### config.mk
export PLATFORM = sky130hd
export DESIGN_NAME = elf_string_hash_modulo_unit
export DESIGN_NICKNAME = d
export VERILOG_FILES = /design/src/hw/rtl/elfh_pkg.sv /design/src/hw/rtl/elfh_front.sv /design/src/hw/rtl/elfh_fifo.sv /design/src/hw/rtl/elfh_mod.sv /design/src/hw/rtl/elf_string_hash_modulo_unit.sv
export SDC_FILE = /design/constraint.sdc
export NUM_CORES = 1
export LEC_CHECK = 0
export ABC_AREA = 1
export BUFFER_PORTS_ARGS = -buffer_cell sky130_fd_sc_hd__buf_4
export CORE_AREA = 2 2 170 172
export DETAILED_ROUTE_END_ITERATION = 10
export DIE_AREA = 0 0 172 174
export MAX_ROUTING_LAYER = met4
export PLACE_DENSITY = 0.75
export SLEW_MARGIN = 20
export SYNTH_ARGS = -nofsm -noshare
export SYNTH_HDL_FRONTEND = slang
export SYNTH_SLANG_ARGS = --single-unit
### constraint.sdc
create_clock -name aclk -period 5.5 [get_ports aclk]
set_clock_uncertainty 0.1 [all_clocks]
set_input_delay 1.1 -clock aclk [delete_from_list [all_inputs] [get_ports aclk]]
set_output_delay 1.1 -clock aclk [all_outputs]
set_load 0.05 [all_outputs]
### src/hw/rtl/elfh_pkg.sv
`timescale 1ns / 1ps

package elfh_pkg;

    localparam int HASH_W     = 32;
    localparam int CHAR_W     = 8;
    localparam int STEP_SHIFT = 4;
    localparam int FOLD_SHIFT = 24;
    localparam logic [HASH_W-1:0] TOP_MASK = 32'hf000_0000;

    // finished-string queue
    localparam int FIFO_DEPTH = 2;
    localparam int FIFO_AW    = 1;

    // divider iteration count
    localparam int DIV_CNT_W = $clog2(HASH_W);
    localparam logic [DIV_CNT_W-1:0] DIV_LAST = DIV_CNT_W'(HASH_W - 1);

    typedef struct packed {
        logic [HASH_W-1:0] hash;
        logic [HASH_W-1:0] divisor;
    } elfh_job_t;

    // one PJW step: shift in a signed char, fold the top nibble down
    function automatic logic [HASH_W-1:0] hash_update(
        input logic [HASH_W-1:0] h,
        input logic [CHAR_W-1:0] b
    );
        logic [HASH_W-1:0] sum;
        logic [HASH_W-1:0] top;
        sum = (h << STEP_SHIFT) + {{(HASH_W-CHAR_W){b[CHAR_W-1]}}, b};
        top = sum & TOP_MASK;
        return sum ^ (top >> FOLD_SHIFT) ^ top;
    endfunction

endpackage

### src/hw/rtl/elfh_front.sv
`timescale 1ns / 1ps

module elfh_front (
    input  logic                       aclk,
    input  logic                       aresetn,
    input  logic                       s_valid,
    output logic                       s_ready,
    input  logic [elfh_pkg::CHAR_W-1:0] s_char_byte,
    input  logic                       s_last_char,
    input  logic                       cfg_wr_en,
    input  logic [elfh_pkg::HASH_W-1:0] cfg_wr_data,
    output logic                       job_push,
    output elfh_pkg::elfh_job_t        job_data,
    input  logic                       job_full
);
    import elfh_pkg::*;

    logic [HASH_W-1:0] hash_reg;
    logic [HASH_W-1:0] hash_next;
    logic [HASH_W-1:0] divisor_reg;
    logic              accept;

    assign s_ready   = !job_full;
    assign accept    = s_valid && s_ready;
    assign hash_next = hash_update(hash_reg, s_char_byte);

    // a last char hands the finished hash to the back end
    assign job_push         = accept && s_last_char;
    assign job_data.hash    = hash_next;
    assign job_data.divisor = divisor_reg;

    always_ff @(posedge aclk) begin
        if (!aresetn) begin
            hash_reg    <= '0;
            divisor_reg <= '0;
        end else begin
            if (accept) begin
                hash_reg <= s_last_char ? '0 : hash_next;
            end
            if (cfg_wr_en) begin
                divisor_reg <= cfg_wr_data;
            end
        end
    end

endmodule

### src/hw/rtl/elfh_fifo.sv
`timescale 1ns / 1ps

module elfh_fifo (
    input  logic                aclk,
    input  logic                aresetn,
    input  logic                push,
    input  elfh_pkg::elfh_job_t push_data,
    output logic                full,
    input  logic                pop,
    output elfh_pkg::elfh_job_t pop_data,
    output logic                not_empty
);
    import elfh_pkg::*;

    elfh_job_t            entry_reg [FIFO_DEPTH];
    logic [FIFO_AW-1:0]   wr_ptr_reg;
    logic [FIFO_AW-1:0]   rd_ptr_reg;
    logic [FIFO_AW:0]     count_reg;
    logic [FIFO_AW:0]     count_next;

    assign full      = (count_reg == (FIFO_AW+1)'(FIFO_DEPTH));
    assign not_empty = (count_reg != '0);
    assign pop_data  = entry_reg[rd_ptr_reg];

    always_comb begin
        count_next = count_reg;
        if (push && !pop) begin
            count_next = count_reg + 1'b1;
        end else if (pop && !push) begin
            count_next = count_reg - 1'b1;
        end
    end

    always_ff @(posedge aclk) begin
        if (push) begin
            entry_reg[wr_ptr_reg] <= push_data;
        end
    end

    always_ff @(posedge aclk) begin
        if (!aresetn) begin
            wr_ptr_reg <= '0;
            rd_ptr_reg <= '0;
            count_reg  <= '0;
        end else begin
            if (push) begin
                wr_ptr_reg <= wr_ptr_reg + 1'b1;
            end
            if (pop) begin
                rd_ptr_reg <= rd_ptr_reg + 1'b1;
            end
            count_reg <= count_next;
        end
    end

`ifndef NO_ASSERTIONS
    a_no_overflow: assert property (@(posedge aclk) disable iff (!aresetn)
        !(push && full && !pop))
        else $error("queue overflow");

    a_no_underflow: assert property (@(posedge aclk) disable iff (!aresetn)
        !(pop && !not_empty))
        else $error("queue underflow");

    a_count_range: assert property (@(posedge aclk) disable iff (!aresetn)
        count_reg <= (FIFO_AW+1)'(FIFO_DEPTH))
        else $error("queue count out of range");
`endif

endmodule

### src/hw/rtl/elfh_mod.sv
`timescale 1ns / 1ps

module elfh_mod (
    input  logic                       aclk,
    input  logic                       aresetn,
    input  logic                       job_valid,
    input  elfh_pkg::elfh_job_t        job_data,
    output logic                       job_pop,
    output logic                       m_valid,
    input  logic                       m_ready,
    output logic [elfh_pkg::HASH_W-1:0] m_bucket
);
    import elfh_pkg::*;

    localparam logic [1:0] ST_IDLE = 2'd0;
    localparam logic [1:0] ST_RUN  = 2'd1;
    localparam logic [1:0] ST_DONE = 2'd2;

    logic [1:0]           state_reg;
    logic [1:0]           state_next;
    logic [DIV_CNT_W-1:0] cnt_reg;
    logic [HASH_W-1:0]    dvd_reg;
    logic [HASH_W-1:0]    div_reg;
    logic [HASH_W-1:0]    rem_reg;
    logic                 zero_div_reg;
    logic                 m_valid_reg;
    logic [HASH_W-1:0]    m_bucket_reg;

    logic [HASH_W:0]      rem_shift;
    logic [HASH_W:0]      rem_diff;
    logic [HASH_W-1:0]    rem_next;
    logic                 out_free;

    // restoring division, one quotient bit per cycle; only the remainder is kept
    assign rem_shift = {rem_reg, dvd_reg[HASH_W-1]};
    assign rem_diff  = rem_shift - {1'b0, div_reg};
    assign rem_next  = rem_diff[HASH_W] ? rem_shift[HASH_W-1:0] : rem_diff[HASH_W-1:0];

    assign out_free = !m_valid_reg || m_ready;
    assign job_pop  = (state_reg == ST_IDLE) && job_valid;
    assign m_valid  = m_valid_reg;
    assign m_bucket = m_bucket_reg;

    always_comb begin
        state_next = state_reg;
        case (state_reg)
            ST_IDLE: begin
                if (job_valid) begin
                    state_next = ST_RUN;
                end
            end
            ST_RUN: begin
                if (cnt_reg == DIV_LAST) begin
                    state_next = ST_DONE;
                end
            end
            ST_DONE: begin
                if (out_free) begin
                    state_next = ST_IDLE;
                end
            end
            default: state_next = ST_IDLE;
        endcase
    end

    always_ff @(posedge aclk) begin
        case (state_reg)
            ST_IDLE: begin
                dvd_reg      <= job_data.hash;
                div_reg      <= job_data.divisor;
                zero_div_reg <= (job_data.divisor == '0);
                rem_reg      <= '0;
            end
            ST_RUN: begin
                rem_reg <= rem_next;
                dvd_reg <= dvd_reg << 1;
            end
            default: begin
            end
        endcase
        if (state_reg == ST_DONE && out_free) begin
            m_bucket_reg <= zero_div_reg ? '0 : rem_reg;
        end
    end

    always_ff @(posedge aclk) begin
        if (!aresetn) begin
            state_reg   <= ST_IDLE;
            cnt_reg     <= '0;
            m_valid_reg <= 1'b0;
        end else begin
            state_reg <= state_next;
            if (state_reg == ST_RUN) begin
                cnt_reg <= cnt_reg + 1'b1;
            end else begin
                cnt_reg <= '0;
            end
            if (state_reg == ST_DONE && out_free) begin
                m_valid_reg <= 1'b1;
            end else if (m_ready) begin
                m_valid_reg <= 1'b0;
            end
        end
    end

`ifndef NO_ASSERTIONS
    a_pop_when_idle: assert property (@(posedge aclk) disable iff (!aresetn)
        job_pop |=> (state_reg == ST_RUN) && (cnt_reg == '0))
        else $error("job taken without starting a division");

    a_run_length: assert property (@(posedge aclk) disable iff (!aresetn)
        (state_reg == ST_RUN) && (cnt_reg == DIV_LAST) |=> (state_reg == ST_DONE))
        else $error("division did not finish after full count");

    a_zero_divisor: assert property (@(posedge aclk) disable iff (!aresetn)
        (state_reg == ST_DONE) && out_free && zero_div_reg |=> m_valid && (m_bucket == '0))
        else $error("zero divisor gave nonzero bucket");
`endif

endmodule

### src/hw/rtl/elf_string_hash_modulo_unit.sv
`timescale 1ns / 1ps

// ELF (PJW) string hash with reduction modulo a table size.
// Input channel (s_valid/s_ready): one character word per transfer,
//   s_char_byte added as a signed char, s_last_char ends the string.
// Output channel (m_valid/m_ready): one m_bucket word per string,
//   hash % divisor, or 0 when the divisor is 0.
// Config: cfg_wr_en/cfg_wr_data write the divisor; change it
//   only while no string is in flight.
// Throughput: characters go in at one per cycle while s_ready is high;
//   the hash update is a single shift/add/fold per clock in the front end.
// Path: the edge that takes the last character also writes the finished
//   hash into the queue; the divider then loads it, runs the bit-serial
//   restoring division one quotient bit per step, and writes the
//   remainder into the output register, which drives m_valid.
//   Strings are reduced one at a time.
// A two-entry queue between the hash front end and the divider lets the
//   next string stream in while the current one is reduced; s_ready drops
//   only when that queue is full. A stalled m_ready holds the result and
//   the divider, then backs up into the queue.
// Reset (aresetn low, synchronous) clears the hash, the divisor, the queue
//   and the output valid.
module elf_string_hash_modulo_unit (
    input  logic                        aclk,
    input  logic                        aresetn,
    input  logic                        s_valid,
    output logic                        s_ready,
    input  logic [elfh_pkg::CHAR_W-1:0] s_char_byte,
    input  logic                        s_last_char,
    output logic                        m_valid,
    input  logic                        m_ready,
    output logic [elfh_pkg::HASH_W-1:0] m_bucket,
    input  logic                        cfg_wr_en,
    input  logic [elfh_pkg::HASH_W-1:0] cfg_wr_data
);
    import elfh_pkg::*;

    // front end -> queue
    logic      job_push;
    elfh_job_t job_in;
    logic      job_full;

    // queue -> divider
    logic      job_pop;
    elfh_job_t job_out;
    logic      job_avail;

    elfh_front u_front (
        .aclk        (aclk),
        .aresetn     (aresetn),
        .s_valid     (s_valid),
        .s_ready     (s_ready),
        .s_char_byte (s_char_byte),
        .s_last_char (s_last_char),
        .cfg_wr_en   (cfg_wr_en),
        .cfg_wr_data (cfg_wr_data),
        .job_push    (job_push),
        .job_data    (job_in),
        .job_full    (job_full)
    );

    elfh_fifo u_fifo (
        .aclk      (aclk),
        .aresetn   (aresetn),
        .push      (job_push),
        .push_data (job_in),
        .full      (job_full),
        .pop       (job_pop),
        .pop_data  (job_out),
        .not_empty (job_avail)
    );

    elfh_mod u_mod (
        .aclk      (aclk),
        .aresetn   (aresetn),
        .job_valid (job_avail),
        .job_data  (job_out),
        .job_pop   (job_pop),
        .m_valid   (m_valid),
        .m_ready   (m_ready),
        .m_bucket  (m_bucket)
    );

endmodule
==> results.toml <==
[critical_path]
ff2ff_path_depth = 15
path_max_fanout = 26
rr_startpoint = "u_mod.dvd_reg[31]$_SDFFCE_PN0P_"
r2r_end = "u_mod.rem_reg[31]$_SDFFCE_PN0P_"
crit_arrival_ns = 3.24
endpoint_kind = "flip-flop"
critPathKind = "in -> reg"
cp.required_ns = 5.83
rrSetupSlack_ns = 2.67
setup.worst_path.start_class = "input port"

[hold_path]
min-delay-start = "u_mod.cnt_reg[0]$_SDFF_PN0_"
holdPathStages = 1
worstHoldPathType = "reg -> reg"
min_to = "u_mod.cnt_reg[0]$_SDFF_PN0_"

[finish]
layout_commonest_cell = "nand2_1"
drive_above_1_share_pct = 8.40
largest_reg_flops = 120
final_area_um2 = 18700
final_cells = 2478
n_antenna_cell = 0
nFillCells = 2387
num-nets-final = 2178
area.growth.synth_to_final_pct = 12.6
final_cell_mix = "585 x nand2_1, 287 x inv_1, 271 x nor2_1"

[clock_tree]
numCtsBuffers = 34
clock_latency_ns = 0.52
cts.path.max_buffers = 3
post-cts-setup-buffers = 0
cts-resized-gates = 0
cts.sinks = 322
tritoncts = "yes"
hold_buffers = 0
h-tree-depth = 2
clkTransAtPathRegs_ns = 0.06
clockRootBuffer = "clkbuf_16"

[synth]
ys_dominant_reg_cell = "edfxtp_1"
netlist_instances = 1990
yosysUniqueCellTypes = 39
synth_edf_count = 249
synthArstFlopShare_pct = 0
synth_compound_area_share_pct = 5.98
yosys_warnings = 0
synth_mux_area_share_pct = 0
synth_area_um2 = 16600
synth_fa_ha_area_share_pct = 4.91
synth_top_family_by_area = "simple AND/OR/NAND/NOR gates"
syn_avg_cell_area_um2 = 8.35
ys_ff_latch = 322
synth-xor-area-share_pct = 1.58
syn_nets = 2100
ys_seq_area_share_pct = 53.8
synth-simple-area-share_pct = 25.8

[power_and_ir_drop]
p_seq_share_pct = 43.2
peakVddDrop_v = 0.000244
p_int_mw = 4.98
leakage_nw = 8.68
p_per_area_nw_per_um2 = 400
pwr-share-comb_pct = 26.6
p_switching_mw = 2.51
switching_share_pct = 33.5
p_clk_share_pct = 30.2

[global_routing]
gr-total-overflow = 0
grt_first_pass_wirelength_um = 63700
grt_pass1_vias = 12000
grt.total_usage_pct = 27.8
antenna_found_initial = 0
grt_max_degree = 67

[die]
ioPinCount = 80
die_x_um = 172
core_um2 = 28200
num_rows = 62
dieArea_um2 = 29900
start_util_pct = 58.9
die_height_um = 174

[sta]
fin_crit_sh_pct = 52.8
rsz0062_at_grt = "false"
setup_viol = 0
slew_headroom_pct = 37.6
clock.fmax_ghz = 0.344
slew_viol_final = 0
finalHoldViolCount = 0
layout_min_cycle_time_ns = 2.91
setup_ws_ns = 2.59
worst_slew_pin_slew_ns = 0.936
tns_ns = 0

[drt]
vias_per_cell = 5.26
ant_nets = 0
dr.pass1.iters = 6
wire_per_inst_um = 16.0
drc_errors = 0
wirelength_um = 39600
vias = 13000
drt_iter0_drc = 1203

[placed_design]
dp_cells = 2415
place_ws_ns = 2.10
routabilityCongestion = 0.988
placed_cell_area_um2 = 17600
dp_hpwl_um = 29000
io_buffer_count = 79

[outcome]
status = "complete, no violations"

[flow_run]
drv_cap = 0
-- cell type report --
type | instances | area, µm² | share of cell area (%)
flip-flops and latches | 322 | 8940 | 47.8
multi-input cells | 1328 | 6390 | 34.1
inverters | 290 | 1090 | 5.82
clock buffers | 44 | 928 | 4.96
repair buffers | 92 | 723 | 3.86
well taps | 384 | 480 | 2.57
clock inverters | 18 | 165 | 0.883
-- how the worst max path moves through the flow --
stage / from / endpoint / slack (ns) / cells after the start
CTS: s_char_byte[7] / u_front.hash_reg[19]$_SDFFE_PN0P_ / 2.64 / 12
finish: s_char_byte[7] / u_front.hash_reg[19]$_SDFFE_PN0P_ / 2.59 / 12
detailed placement: s_char_byte[7] / u_front.hash_reg[19]$_SDFFE_PN0P_ / 2.10 / 12
floorplan: s_valid / u_fifo.entry_reg[0][0]$_DFFE_PP_ / 1.01 / 4
global route: s_char_byte[7] / u_front.hash_reg[19]$_SDFFE_PN0P_ / 2.38 / 12
global placement: s_char_byte[7] / u_fifo.entry_reg[0][58]$_DFFE_PP_ / 2.13 / 10
-- cells by family after synthesis --
| kind of cell | count (synthesis) |
|---|---|
| xor+xnor | 30 |
| fa+ha+maj | 64 |
| compound gates | 189 |
| buf+inv | 340 |
| simple gates | 1045 |
| flops | 322 |
-- stage by stage --
| step | util [%] | hold WS [ns] | total power [mW] |
|---|---|---|---|
| 2_1_floorplan | - | 0.318 | 4.64 |
| 3_3_place_gp | 62.3 | 0.326 | 5.19 |
| 3_5_place_dp | 62.3 | 0.338 | 5.23 |
| 4_1_cts | 66.2 | 0.347 | 7.49 |
| 5_1_grt | 66.3 | 0.364 | 7.90 |
| 6_report | 66.3 | 0.341 | 7.48 |
-- critical path, stage by stage --
cell and delay [ns]:
buf_4 0.23, ha_1 0.41, nand2_1 0.12, nor2_1 0.15, inv_1 0.09, nor3_1 0.39
nand2_1 0.13, nand2_1 0.09, nor2_1 0.04, nor2_1 0.25, nand2_1 0.10, a21oi_1 0.14
-- per-layer routing --
metal  global-route usage, %  routed length [µm]  up-vias
met3                    4.64                3050       68
li1                        -                   -     6555
met5                       -                   0        -
met2                    39.0               16600      434
met1                    42.5               19200     5979
met4                    5.88                 710        0
-- synth_stat cells (12+ instances only) --
cell,count,area share [%]
ha_1,62,4.7
nor3_1,18,0.54
o21ai_0,46,1.4
dfxtp_1,73,8.8
inv_1,289,6.5
clkbuf_1,30,0.68
nor2_2,12,0.45
nor2_1,274,6.2
nand4_1,13,0.49
nand2_1,585,13
nand3_1,106,3.2
edfxtp_1,249,45
xor2_1,26,1.4
a21oi_1,128,3.9
-- power by group through the flow --
stage	sequential, mW	clock [mW]	combinational, mW
finish	3.23	2.26	1.99
global route	3.27	2.39	2.24
CTS	3.25	2.29	1.95
detailed placement	3.30	0	1.94
global placement	3.27	0	1.92
floorplan	3.23	0	1.41
Note: power is estimated with default switching activity, not from simulation.
